`config.mk`:
```
export PLATFORM = sky130hd
export DESIGN_NAME = multi_queue_shared_buffer_core_flat
export DESIGN_NICKNAME = d
export VERILOG_FILES = /design/src/design/mqsb_pkg.sv /design/src/design/mqsb_channels.sv /design/src/design/mqsb_controller.sv /design/src/design/mqsb_datapath.sv /design/src/design/multi_queue_shared_buffer_core.sv /design/src/flat_wrapper.sv
export VERILOG_INCLUDE_DIRS = /design/src /design/src/design
export SDC_FILE = /design/constraint.sdc
export NUM_CORES = 2
export LEC_CHECK = 0
export ABC_CLOCK_PERIOD_IN_PS = 6900
export BUFFER_PORTS_ARGS = -buffer_cell sky130_fd_sc_hd__buf_2
export CAP_MARGIN = 20
export CORE_ASPECT_RATIO = 0.6
export CORE_UTILIZATION = 61
export DETAILED_ROUTE_END_ITERATION = 10
export HOLD_SLACK_MARGIN = 0.1
export PLACE_DENSITY = 0.77
export SLEW_MARGIN = 20
export SYNTH_ARGS = -nofsm -noshare
export SYNTH_HDL_FRONTEND = slang
export SYNTH_SLANG_ARGS = --single-unit
```
`constraint.sdc`:
```
create_clock -name clock -period 6.9 [get_ports clock]
set_clock_uncertainty 0.1 [all_clocks]
set_input_delay 0.69 -clock clock [delete_from_list [all_inputs] [get_ports clock]]
set_output_delay 0.69 -clock clock [all_outputs]
set_load 0.05 [all_outputs]
```
`src/design/assert_macros.svh`:
```
// Assertion macros shared by the queue buffer modules.
`ifndef ASSERT_MACROS_SVH
`define ASSERT_MACROS_SVH

`ifndef ASSERT_OFF
// Check a property at each clock edge outside reset.
`define MQSB_ASSERT(label, clk, rst, prop, msg) \
   label: assert property (@(posedge clk) disable iff (rst) prop) else $error(msg);
// Check a property at every clock edge, reset included.
`define MQSB_ASSERT_NR(label, clk, prop, msg) \
   label: assert property (@(posedge clk) prop) else $error(msg);
`else
`define MQSB_ASSERT(label, clk, rst, prop, msg)
`define MQSB_ASSERT_NR(label, clk, prop, msg)
`endif

`endif

```
`src/design/mqsb_pkg.sv`:
```
// Types and constants shared by the queue buffer modules.
package mqsb_pkg;

   // Fixed field widths of the request and result channels.
   localparam int CMD_W    = 1;
   localparam int QID_W    = 2;
   localparam int VALUE_W  = 32;
   localparam int STATUS_W = 2;

   // Operation codes.
   localparam logic [CMD_W-1:0] CMD_PUSH = 1'b0;
   localparam logic [CMD_W-1:0] CMD_POP  = 1'b1;

   // Result status codes.
   localparam logic [STATUS_W-1:0] STATUS_OK    = 2'd0;
   localparam logic [STATUS_W-1:0] STATUS_OVER  = 2'd1;
   localparam logic [STATUS_W-1:0] STATUS_UNDER = 2'd2;

   // Controller states.
   typedef enum logic {
      ST_IDLE,
      ST_EXEC
   } ctl_state_type;

   // Commands from the controller to the datapath.
   typedef struct packed {
      logic start;    // capture the request and read the memories
      logic commit;   // update the queue state and load the result
   } dp_cmd_type;

   // Status from the datapath to the controller.
   typedef struct packed {
      logic out_busy; // result register full and not taken this cycle
   } dp_status_type;

endpackage

```
`src/design/mqsb_channels.sv`:
```
// Request and result channel interfaces of the queue buffer.
interface mqsb_req_if;
   logic                              valid;
   logic                              ready;
   logic [mqsb_pkg::CMD_W-1:0]        cmd;
   logic [mqsb_pkg::QID_W-1:0]        queue_id;
   logic signed [mqsb_pkg::VALUE_W-1:0] push_value;

   modport source (output valid, cmd, queue_id, push_value, input ready);
   modport sink   (input valid, cmd, queue_id, push_value, output ready);
endinterface

interface mqsb_rsp_if;
   logic                                valid;
   logic                                ready;
   logic signed [mqsb_pkg::VALUE_W-1:0] pop_value;
   logic [mqsb_pkg::STATUS_W-1:0]       status;

   modport source (output valid, pop_value, status, input ready);
   modport sink   (input valid, pop_value, status, output ready);
endinterface

```
`src/design/mqsb_controller.sv`:
```
// Sequencing state machine of the queue buffer.
`include "assert_macros.svh"

module mqsb_controller (
   input  logic                    clock,
   input  logic                    reset,
   input  logic                    req_valid,
   output logic                    req_ready,
   output mqsb_pkg::dp_cmd_type    dp_cmd,
   input  mqsb_pkg::dp_status_type dp_status
);

   mqsb_pkg::ctl_state_type state_ff;
   mqsb_pkg::ctl_state_type state_in;

   // Advance the state
   always_ff @(posedge clock) begin
      if (reset) begin
         state_ff <= mqsb_pkg::ST_IDLE;
      end else begin
         state_ff <= state_in;
      end
   end

   // Next state: take a request, then wait for room in the result register
   always_comb begin
      state_in = state_ff;
      unique case (state_ff)
         mqsb_pkg::ST_IDLE: begin
            if (req_valid) state_in = mqsb_pkg::ST_EXEC;
         end
         mqsb_pkg::ST_EXEC: begin
            if (!dp_status.out_busy) state_in = mqsb_pkg::ST_IDLE;
         end
         default: state_in = mqsb_pkg::ST_IDLE;
      endcase
   end

   // Outputs: ready while idle, commit once the result register has room
   always_comb begin
      req_ready     = 1'b0;
      dp_cmd.start  = 1'b0;
      dp_cmd.commit = 1'b0;
      unique case (state_ff)
         mqsb_pkg::ST_IDLE: begin
            req_ready    = 1'b1;
            dp_cmd.start = req_valid;
         end
         mqsb_pkg::ST_EXEC: begin
            dp_cmd.commit = !dp_status.out_busy;
         end
         default: begin
            req_ready = 1'b0;
         end
      endcase
   end

   `MQSB_ASSERT(a_accept_enters_exec, clock, reset, (state_ff == mqsb_pkg::ST_IDLE && req_valid) |=> (state_ff == mqsb_pkg::ST_EXEC), "accepted request did not enter execute")
   `MQSB_ASSERT_NR(a_reset_to_idle, clock, reset |=> (state_ff == mqsb_pkg::ST_IDLE), "controller not idle after reset")

endmodule

```
`src/design/mqsb_datapath.sv`:
```
// Queue pointers, link and data memories, and result register.
`include "assert_macros.svh"

module mqsb_datapath #(
   parameter int SLOTS  = 64,
   parameter int QUEUES = 4
) (
   input  logic                                clock,
   input  logic                                reset,
   input  mqsb_pkg::dp_cmd_type                dp_cmd,
   output mqsb_pkg::dp_status_type             dp_status,
   input  logic [mqsb_pkg::CMD_W-1:0]          req_cmd,
   input  logic [mqsb_pkg::QID_W-1:0]          req_queue_id,
   input  logic signed [mqsb_pkg::VALUE_W-1:0] req_push_value,
   output logic                                rsp_valid,
   input  logic                                rsp_ready,
   output logic signed [mqsb_pkg::VALUE_W-1:0] rsp_pop_value,
   output logic [mqsb_pkg::STATUS_W-1:0]       rsp_status
);

   localparam int PTR_W  = $clog2(SLOTS);
   localparam int LINK_W = $clog2(SLOTS + 1);
   localparam int Q_W    = (QUEUES > 1) ? $clog2(QUEUES) : 1;
   localparam int QX_W   = (Q_W > mqsb_pkg::QID_W) ? Q_W : mqsb_pkg::QID_W;
   localparam logic [LINK_W-1:0] END_MARK = LINK_W'(SLOTS);

   // Queue state
   logic [PTR_W-1:0]  head_ff [QUEUES];
   logic [PTR_W-1:0]  head_in [QUEUES];
   logic [PTR_W-1:0]  tail_ff [QUEUES];
   logic [PTR_W-1:0]  tail_in [QUEUES];
   logic [QUEUES-1:0] nonempty_ff;
   logic [QUEUES-1:0] nonempty_in;
   logic [LINK_W-1:0] free_head_ff;
   logic [LINK_W-1:0] free_head_in;
   // Slots at or above the fill count have never been linked; their link is taken as index + 1
   logic [LINK_W-1:0] fill_ff;
   logic [LINK_W-1:0] fill_in;

   // Memories
   logic [LINK_W-1:0]                  link_mem [SLOTS];
   logic signed [mqsb_pkg::VALUE_W-1:0] data_mem [SLOTS];

   // Captured request and read results
   logic [mqsb_pkg::CMD_W-1:0]          cmd_ff;
   logic [Q_W-1:0]                      qidx_ff;
   logic signed [mqsb_pkg::VALUE_W-1:0] value_ff;
   logic [PTR_W-1:0]                    slot_ff;
   logic                                ok_ff;
   logic                                fresh_ff;
   logic [LINK_W-1:0]                   link_rd_ff;
   logic signed [mqsb_pkg::VALUE_W-1:0] data_rd_ff;

   // Result register
   logic                                rsp_valid_ff;
   logic                                rsp_valid_in;
   logic signed [mqsb_pkg::VALUE_W-1:0] pop_value_ff;
   logic signed [mqsb_pkg::VALUE_W-1:0] pop_value_in;
   logic [mqsb_pkg::STATUS_W-1:0]       status_ff;
   logic [mqsb_pkg::STATUS_W-1:0]       status_in;

   // Request decode
   logic [QX_W-1:0]  req_q_ext;
   logic             req_in_range;
   logic [Q_W-1:0]   req_qidx;
   logic [PTR_W-1:0] slot_sel;
   logic             ok_sel;

   // Write ports
   logic              link_we;
   logic [PTR_W-1:0]  link_waddr;
   logic [LINK_W-1:0] link_wdata;
   logic              data_we;
   logic [LINK_W-1:0] next_free;

   assign req_q_ext    = QX_W'(req_queue_id);
   assign req_in_range = {1'b0, req_q_ext} < (QX_W + 1)'(QUEUES);
   assign req_qidx     = req_q_ext[Q_W-1:0];

   // Pick the slot this request touches: free head for push, queue head for pop
   always_comb begin
      slot_sel = '0;
      ok_sel   = 1'b0;
      if (req_cmd == mqsb_pkg::CMD_PUSH) begin
         slot_sel = free_head_ff[PTR_W-1:0];
         ok_sel   = req_in_range && (free_head_ff != END_MARK);
      end else if (req_in_range) begin
         slot_sel = head_ff[req_qidx];
         ok_sel   = nonempty_ff[req_qidx];
      end
   end

   // Capture the request
   always_ff @(posedge clock) begin
      if (dp_cmd.start) begin
         cmd_ff   <= req_cmd;
         qidx_ff  <= req_qidx;
         value_ff <= req_push_value;
         slot_ff  <= slot_sel;
         ok_ff    <= ok_sel;
         fresh_ff <= LINK_W'(slot_sel) >= fill_ff;
      end
   end

   // Read both memories at the selected slot
   always_ff @(posedge clock) begin
      if (dp_cmd.start) begin
         link_rd_ff <= link_mem[slot_sel];
         data_rd_ff <= data_mem[slot_sel];
      end
   end

   assign next_free = fresh_ff ? (LINK_W'(slot_ff) + LINK_W'(1)) : link_rd_ff;

   // Commit: relink the slot and build the result
   always_comb begin
      head_in      = head_ff;
      tail_in      = tail_ff;
      nonempty_in  = nonempty_ff;
      free_head_in = free_head_ff;
      fill_in      = fill_ff;
      link_we      = 1'b0;
      link_waddr   = slot_ff;
      link_wdata   = free_head_ff;
      data_we      = 1'b0;
      rsp_valid_in = rsp_valid_ff;
      pop_value_in = pop_value_ff;
      status_in    = status_ff;
      if (dp_cmd.commit) begin
         rsp_valid_in = 1'b1;
         if (cmd_ff == mqsb_pkg::CMD_PUSH) begin
            pop_value_in = '0;
            if (ok_ff) begin
               status_in    = mqsb_pkg::STATUS_OK;
               free_head_in = next_free;
               if (nonempty_ff[qidx_ff]) begin
                  // append behind the current tail
                  link_we    = 1'b1;
                  link_waddr = tail_ff[qidx_ff];
                  link_wdata = LINK_W'(slot_ff);
               end else begin
                  head_in[qidx_ff] = slot_ff;
               end
               nonempty_in[qidx_ff] = 1'b1;
               tail_in[qidx_ff]     = slot_ff;
               data_we              = 1'b1;
               if (fresh_ff) fill_in = fill_ff + LINK_W'(1);
            end else begin
               status_in = mqsb_pkg::STATUS_OVER;
            end
         end else begin
            if (ok_ff) begin
               status_in    = mqsb_pkg::STATUS_OK;
               pop_value_in = data_rd_ff;
               // the last slot of a queue is its tail
               if (slot_ff == tail_ff[qidx_ff]) begin
                  nonempty_in[qidx_ff] = 1'b0;
               end else begin
                  head_in[qidx_ff] = link_rd_ff[PTR_W-1:0];
               end
               // push the slot onto the front of the free list
               link_we      = 1'b1;
               link_waddr   = slot_ff;
               link_wdata   = free_head_ff;
               free_head_in = LINK_W'(slot_ff);
            end else begin
               status_in    = mqsb_pkg::STATUS_UNDER;
               pop_value_in = '1;
            end
         end
      end else if (rsp_ready) begin
         rsp_valid_in = 1'b0;
      end
   end

   // Hold the queue state and result flag
   always_ff @(posedge clock) begin
      if (reset) begin
         for (int i = 0; i < QUEUES; i++) begin
            head_ff[i] <= '0;
            tail_ff[i] <= '0;
         end
         nonempty_ff  <= '0;
         free_head_ff <= '0;
         fill_ff      <= '0;
         rsp_valid_ff <= 1'b0;
      end else begin
         head_ff      <= head_in;
         tail_ff      <= tail_in;
         nonempty_ff  <= nonempty_in;
         free_head_ff <= free_head_in;
         fill_ff      <= fill_in;
         rsp_valid_ff <= rsp_valid_in;
      end
   end

   // Result payload
   always_ff @(posedge clock) begin
      pop_value_ff <= pop_value_in;
      status_ff    <= status_in;
   end

   // Write the memories
   always_ff @(posedge clock) begin
      if (link_we) link_mem[link_waddr] <= link_wdata;
      if (data_we) data_mem[slot_ff] <= value_ff;
   end

   assign rsp_valid          = rsp_valid_ff;
   assign rsp_pop_value      = pop_value_ff;
   assign rsp_status         = status_ff;
   assign dp_status.out_busy = rsp_valid_ff && !rsp_ready;

   `MQSB_ASSERT(a_free_empty_all_used, clock, reset, (free_head_ff == END_MARK) |-> (fill_ff == END_MARK), "free list empty with untouched slots left")
   `MQSB_ASSERT(a_fresh_at_fill, clock, reset, (dp_cmd.commit && cmd_ff == mqsb_pkg::CMD_PUSH && ok_ff && fresh_ff) |-> (LINK_W'(slot_ff) == fill_ff), "untouched slot taken out of order")
   `MQSB_ASSERT(a_push_ok_result, clock, reset, (dp_cmd.commit && cmd_ff == mqsb_pkg::CMD_PUSH && ok_ff) |=> (rsp_valid_ff && status_ff == mqsb_pkg::STATUS_OK), "accepted push did not report ok")
   `MQSB_ASSERT(a_pop_under_result, clock, reset, (dp_cmd.commit && cmd_ff == mqsb_pkg::CMD_POP && !ok_ff) |=> (status_ff == mqsb_pkg::STATUS_UNDER && pop_value_ff == '1), "failed pop did not report underflow")

endmodule

```
`src/design/multi_queue_shared_buffer_core.sv`:
```
// Top level of the shared-buffer multi-queue: QUEUES FIFOs chained through one slot store.
// Each request (push or pop) is accepted while the block is idle and yields one result: the
// block first reads the link and data memories at the selected slot (free list head for a
// push, queue head for a pop), then relinks the slot and loads the result register. Only
// then does the block take the next request, as the link memory read is registered. A new
// request is accepted while an earlier result still waits in the result register; the update
// stalls only when that register is still full and not taken. Untouched slots are tracked by
// a fill count, so the link memory needs no clearing pass after reset and the block is ready
// at once.
module multi_queue_shared_buffer_core #(
   parameter int SLOTS  = 64,
   parameter int QUEUES = 4
) (
   input logic        clock,
   input logic        reset,
   mqsb_req_if.sink   req_chan,
   mqsb_rsp_if.source rsp_chan
);

   mqsb_pkg::dp_cmd_type    dp_cmd;
   mqsb_pkg::dp_status_type dp_status;

   // Sequence each request
   mqsb_controller u_ctl (
      .clock     (clock),
      .reset     (reset),
      .req_valid (req_chan.valid),
      .req_ready (req_chan.ready),
      .dp_cmd    (dp_cmd),
      .dp_status (dp_status)
   );

   // Queue state, memories and result register
   mqsb_datapath #(
      .SLOTS  (SLOTS),
      .QUEUES (QUEUES)
   ) u_dp (
      .clock          (clock),
      .reset          (reset),
      .dp_cmd         (dp_cmd),
      .dp_status      (dp_status),
      .req_cmd        (req_chan.cmd),
      .req_queue_id   (req_chan.queue_id),
      .req_push_value (req_chan.push_value),
      .rsp_valid      (rsp_chan.valid),
      .rsp_ready      (rsp_chan.ready),
      .rsp_pop_value  (rsp_chan.pop_value),
      .rsp_status     (rsp_chan.status)
   );

endmodule

```
`src/flat_wrapper.sv`:
```
// flat-port wrapper written by rule: the top's interface ports become plain ports
module multi_queue_shared_buffer_core_flat 
#(
   parameter int SLOTS  = 64,
   parameter int QUEUES = 4
)
  (clock, reset, req_chan_valid, req_chan_cmd, req_chan_queue_id, req_chan_push_value, req_chan_ready, rsp_chan_valid, rsp_chan_pop_value, rsp_chan_status, rsp_chan_ready);
  mqsb_req_if req_chan_i ();
  mqsb_rsp_if rsp_chan_i ();
  input logic clock;
  input logic reset;
  input wire logic [$bits(req_chan_i.valid)-1:0] req_chan_valid;
  input wire logic [$bits(req_chan_i.cmd)-1:0] req_chan_cmd;
  input wire logic [$bits(req_chan_i.queue_id)-1:0] req_chan_queue_id;
  input wire logic [$bits(req_chan_i.push_value)-1:0] req_chan_push_value;
  output wire logic [$bits(req_chan_i.ready)-1:0] req_chan_ready;
  output wire logic [$bits(rsp_chan_i.valid)-1:0] rsp_chan_valid;
  output wire logic [$bits(rsp_chan_i.pop_value)-1:0] rsp_chan_pop_value;
  output wire logic [$bits(rsp_chan_i.status)-1:0] rsp_chan_status;
  input wire logic [$bits(rsp_chan_i.ready)-1:0] rsp_chan_ready;
  assign req_chan_i.valid = req_chan_valid;
  assign req_chan_i.cmd = req_chan_cmd;
  assign req_chan_i.queue_id = req_chan_queue_id;
  assign req_chan_i.push_value = req_chan_push_value;
  assign req_chan_ready = req_chan_i.ready;
  assign rsp_chan_valid = rsp_chan_i.valid;
  assign rsp_chan_pop_value = rsp_chan_i.pop_value;
  assign rsp_chan_status = rsp_chan_i.status;
  assign rsp_chan_i.ready = rsp_chan_ready;
  multi_queue_shared_buffer_core #(.SLOTS(SLOTS), .QUEUES(QUEUES)) u_core (.clock(clock), .reset(reset), .req_chan(req_chan_i), .rsp_chan(rsp_chan_i));
endmodule
```
# Yosys cells after proc, flatten, opt, wreduce, memory -nomap -nowiden
# Memories as Yosys holds them, arrays and structs flattened. A register that Yosys moved wholly into a read port is not among the register bits.
# Index checks and enable logic that the tools add are counted.
totals:
  ff_bits: 145
  ram_bits: 2496
  input_bits: 39
  mem_count: 2
mem_list:
  columns: ["memory", "words", "width", "read_ports", "rd_ports_with_merged_regs", "wr", "line", "text"]
  rows:
  - ["u_core.u_dp.data_mem", 64, 32, 1, 1, 1, "mqsb_datapath.sv:42", "logic signed [mqsb_pkg::VALUE_W-1:0] data_mem [SLOTS];"]
  - ["u_core.u_dp.link_mem", 64, 7, 1, 1, 1, "mqsb_datapath.sv:41", "logic [LINK_W-1:0] link_mem [SLOTS];"]
classes:
  addsub: 2
  magnitude_cmp: 7
  n_eq_ne: 5
  n_mux: 63
  n_bitwise: 7
  reduce_logical: 11
ops:
  columns: ["operator", "n"]
  rows:
  - ["$mux W24", 5]
  - ["$bwmux W24", 3]
  - ["$mux W6", 10]
  - ["$mux W7", 8]
  - ["$mux W32", 1]
  - ["$bmux W6 S2", 2]
  - ["$mux W1", 23]
  - ["$mux W4", 4]
  - ["$demux W6 S2", 1]
  - ["$reduce_and A4 Y1", 2]
  - ["$add A6 B1 Y7 const B", 1]
  - ["$add A7 B1 Y7 const B", 1]
  - ["$ge A6 B7 Y1", 1]
  - ["$ne A7 B7 Y1 const B", 1]
  - ["$eq A6 B6 Y1", 1]
  - ["$ge A3 B3 Y1 const B", 2]
  - ["$lt A2 B3 Y1 const B", 2]
  - ["$not A2 Y3", 2]
  - ["$reduce_and A3 Y1", 2]
  - ["$and A4 B4 Y4", 1]
  - ["$bmux W1 S2", 2]
  - ["$mux W2", 2]
  - ["$ne A2 B2 Y1 const B", 2]
  - ["$not A4 Y4", 1]
  - ["11 further kinds", 15]

# Logic depth before layout (Yosys ltp)
logic_depth:
  depth_word: 9
  ltp_mapped: 15
  ltp_nobuf: 10

# Cells and area by module
# A second synthesis with hierarchy kept.
unflattened:
  cells_unflattened: 6161
  area_unflattened_um2: 103789.5
by_module_without_submodules:
  columns: ["module", "instances", "cells_each", "area_per_inst_um2", "seq_area_each_um2"]
  rows:
  - ["mqsb_datapath", 1, 6155, 103739.5, 79776.5]
  - ["mqsb_controller", 1, 6, 50.0, 20.0]

# Least setup slack after synthesis
# Ideal clock, no wire load.
synth_timing:
  path_type: "input port to flip-flop"
  from: "input rsp_chan_ready"
  to: "memory u_core.u_dp.link_mem[0][0] (netlist name), data pin"
  arrival_time_ns: 4.257
  required_ns: 6.097
  setup_slack_ns: 1.840
  cell_stages: 6
  path_buffers: 2
  cell_sequence: "nand2b_1 and4b_1 clkbuf_1 nand2_1 clkbuf_1 o21ai_0"
synth_via:
  elab_chain_cells: 5
synth_lines:
  columns: ["element", "line", "text"]
  rows:
  - ["start: declaration", "flat_wrapper.sv:20", "input wire logic [$bits(rsp_chan_i.ready)-1:0] rsp_chan_ready;"]
  - ["$logic_not A1 Y1", "mqsb_datapath.sv:212", "assign dp_status.out_busy = rsp_valid_ff && !rsp_ready;"]
  - ["$logic_and A1 B1 Y1", "mqsb_datapath.sv:212", null]
  - ["$logic_not A1 Y1", "mqsb_controller.sv:50", "dp_cmd.commit = !dp_status.out_busy;"]
  - ["$mux W1", "mqsb_controller.sv:44", "unique case (state_ff)"]
  - ["$mux W7", "mqsb_datapath.sv:129", "if (dp_cmd.commit) begin"]
  - ["via u_core.u_dp.link_wdata[0]", "mqsb_datapath.sv:72", "logic [LINK_W-1:0] link_wdata;"]
  - ["end: declaration", "mqsb_datapath.sv:41", null]
# The timed path passes the listed nets, and every way through them passes these cells.

# Worst setup path after layout
layout_timing:
  from: "register u_core.u_dp.qidx_ff[0]"
  to: "memory u_core.u_dp.link_mem[50][6] (netlist name), enable pin"
layout_via:
  elab_chain_cells: 8
  elab_cells_between_ends: 16
  classes_between: "15 x mux; 1 x bitwise"
layout_lines:
  columns: ["element", "line", "text"]
  rows:
  - ["start: declaration", "mqsb_datapath.sv:46", "logic [Q_W-1:0] qidx_ff;"]
  - ["start signal: assignment", "mqsb_datapath.sv:97", "qidx_ff <= req_qidx;"]
  - ["$bmux W1 S2 / $not A2 Y3 (equally long branches)", "mqsb_datapath.sv:136, mqsb_datapath.sv:139", null]
  - ["$mux W1 (implied by the code) / $bmux W6 S2 (equally long branches)", "mqsb_datapath.sv:136, mqsb_datapath.sv:139", null]
  - ["$mux W1 / $mux W6 (equally long branches)", "mqsb_datapath.sv:136, mqsb_datapath.sv:139", null]
  - ["$mux W1 / $mux W6 (equally long branches)", "mqsb_datapath.sv:133, mqsb_datapath.sv:139", null]
  - ["$mux W1 / $mux W6 (equally long branches)", "mqsb_datapath.sv:131, mqsb_datapath.sv:136", null]
  - ["$mux W1 / $mux W6 (equally long branches)", "mqsb_datapath.sv:129, mqsb_datapath.sv:133", null]
  - ["$mux W1 / $mux W6 (equally long branches)", "mqsb_datapath.sv:205, mqsb_datapath.sv:131", null]
  - ["$mux W1 (implied by the code) / $mux W6 (equally long branches)", "mqsb_datapath.sv:205, mqsb_datapath.sv:129", null]
# Parallel ways exist; a longest one is shown, timed or not. The select of a mux whose other input is x is not followed.

==> out/metrics.cfg <==
[yosys]
synthFlopType = edfxtp_1
synthCells = 6286
syn_area_mm2 = 0.1032
synth_edf_count = 2612
yosysWarningCount = 0
synth-seq-cells = 2680
ys_seq_area_share_pct = 77.30
synth-async-reset-ratio_pct = 0
synth.top_cell.area_share_pct = 75.98
avgSynthCellArea_um2 = 16.42
ys_top_cells_by_area = edfxtp_1, mux4_2, nand2_1
synth_fp_nets = 6333
synth_top_area_cell = edfxtp_1
ys_types = 68

[clocking]
cts.sinks = 2680
cts_made_buffers = 224
root_buffer = clkbuf_16
h-tree-depth = 4
cts_tree = done
path_clk_slew_ns = 0.07
clk_path_buf_depth = 4
ctsResizeCount = 0
insertion_delay_ns = 0.90

[sta]
fin_hold_ws_ns = 0.1352
period_needed_ns = 4.961
tightest_slew_ns = 1.449
finalSetupViolCount = 0
fin_ws_ns = 1.939
fin_setup_tns_ns = 0
slew_viol_final = 0
slew_headroom_pct = 3.410
rsz0062_at_grt = no
finalHoldViolCount = 0
clock.fmax_ghz = 0.2016
fin_crit_sh_pct = 71.90

[route]
drt-met1-wl_um = 107500
firstDrtPassIters = 8
num_vias = 62790
wl_met3_um = 61050
drtIter0Drc = 12270
via_per_inst = 7.070
ant_nets = 0
drc = 0
top_layer = met5
routedWlPerCell_um = 34.14
wl_met2_um = 124600
wl_um = 303200

[die]
initial_core_util_pct = 61.69
fp.coreArea_mm2 = 0.1673
die_w_um = 533.1
floorplan.die.height_um = 320.7
fp-row-count = 116
die_area_mm2 = 0.1709
ios = 75

[setup_path]
cp.arrival_ns = 5.33
cp_data_required_time_ns = 7.27
cp-startpoint = u_core.u_dp.qidx_ff[0]
end_kind = flip-flop
worst-path-max-fanout = 16
r2r_start = u_core.u_dp.qidx_ff[0]
path_class = flip-flop to flip-flop
start_kind = flip-flop

[power_and_ir_drop]
p_per_area_mw_per_mm2 = 280.5
p_total_mw = 32.15
p_leak_nw = 36.74
ir_drop_mv = 0.2274

[placed_design]
dp_slack_ns = 1.494
gp_congestion = 0.9265
hpwl_um = 171500
placed_cells = 8431
port_buffers = 74

[min_path]
hold_class = input port to flip-flop
hp-start = rsp_chan_ready

[cells_and_area]
layoutNonFillerInstCount = 8881
layout_common_cells = edfxtp_1, nand2_1, nor2_1, mux4_2, nand3_1
finalNetCount = 6498
drive_gt1_share_pct = 15.35
final_common_cell = edfxtp_1
syn2layout_area_growth_pct = 11.03

[job]
cap_violations = 0

[global_route]
grt_pass1_vias = 59490
grt_pass1_wl_um = 427800
antenna_found_initial = 22
grt_overflow_total = 0
grt_use_total_pct = 35.43
grt_max_degree = 112

[run_status]
status = completed

## flip-flops by register name, summed over array words and instances, names as in the netlist, named ones only
signal                     flops
u_core.u_dp.tail_ff           24
u_core.u_dp.fill_ff            7
u_core.u_dp.rsp_valid          1
u_core.u_ctl.state_ff          1
u_core.u_dp.ok_ff              1
u_core.u_dp.rsp_pop_value     32
u_core.u_dp.head_ff           24
u_core.u_dp.link_rd_ff         7
u_core.u_dp.data_rd_ff        32
u_core.u_dp.cmd_ff             1
u_core.u_dp.free_head_ff       7
u_core.u_dp.slot_ff            6
u_core.u_dp.data_mem        2048
u_core.u_dp.qidx_ff            2
u_core.u_dp.value_ff          32
u_core.u_dp.fresh_ff           1
u_core.u_dp.link_mem         448
u_core.u_dp.rsp_status         2
## area by class of cell
type | instances | area (µm²)
multi-input combinational | 3174 | 22280
tap | 2242 | 2805
inverter | 47 | 198.9
sequential | 2680 | 79800
clock inverter | 136 | 1016
fill | 10320 | 52720
antenna | 12 | 30.03
clock buffer | 266 | 5826
timing repair buffer | 324 | 2670
## logic make-up (layout without fill, tap and decap cells)
logic type	count (synthesis)	after routing	synth area share, %
adder cells (fa/ha/maj)	8	8	0.09697
other	0	12	0
AO/OA/AOI/OAI	781	781	4.880
XOR/XNOR	14	14	0.1188
flip-flops	2680	2680	77.30
multiplexers	425	425	7.862
buffers and inverters	432	773	1.723
AND/OR/NAND/NOR	1946	1946	8.021
## critical path, cell delays in order, from the launching register on
cell	delay [ns]
edfxtp_1	0.85
mux4_2	0.63
nand2_1	0.09
buf_4	0.28
mux2i_1	0.72
nor2b_1	0.36
nand3_1	0.47
nor2_1	1.06
## where the power goes
part / switching (mW) / leakage, nW / internal, mW
logic: 1.35 / 8.98 / 0.509
clock network: 5.78 / 3.35 / 6.49
registers: 0.0614 / 24.4 / 18.0
## metrics by stage
stage	area (µm²)	util, %
6_report	114600	68.50
5_1_grt	114600	68.48
3_3_place_gp	107300	64.14
4_1_cts	114500	68.43
3_5_place_dp	107300	64.15
2_1_floorplan	103200	-
## timing repair
| action | in CTS | in global routing |
|---|---|---|
| hold endpoints to repair | 33 | 0 |
| hold buffers | 33 | 0 |
| buffers inserted | 0 | 0 |
## cells in the mapped netlist (8+ instances only)
master and count:
buf_2 99, dfxtp_1 68, a21boi_0 33, inv_1 43
clkbuf_1 245, mux2i_1 101, edfxtp_1 2612, a31oi_1 133
ha_1 8, mux4_2 307, o21ai_1 8, nand4_1 128
mux2_2 17, a221oi_1 15, a21oi_1 172, a32oi_1 25
o22ai_1 21, a22o_1 13, xnor2_1 9, nand2b_1 13
a211o_1 8, nand2_1 916, nor2_1 507, o21ai_0 148
buf_1 34, or4_1 28, nand3_1 306, a22oi_1 149
## routing by layer
layer	track usage [%]	vias up
li1	-	24690
met1	50.85	31140
met2	47.74	6171
met3	17.36	772
met4	10.72	20
met5	0	-
## worst paths after layout
kind                                                     to  slack, ns  cells after the start
worst max-delay path            u_core.u_dp.link_mem[50][6]       1.94                      7
worst min-delay path                  u_core.u_dp.rsp_valid       0.14                      3
worst max register to register  u_core.u_dp.link_mem[50][6]       1.94                      7
worst min register to register      u_core.u_dp.tail_ff[23]       0.37                      2
(Power assumes the default switching activity.)
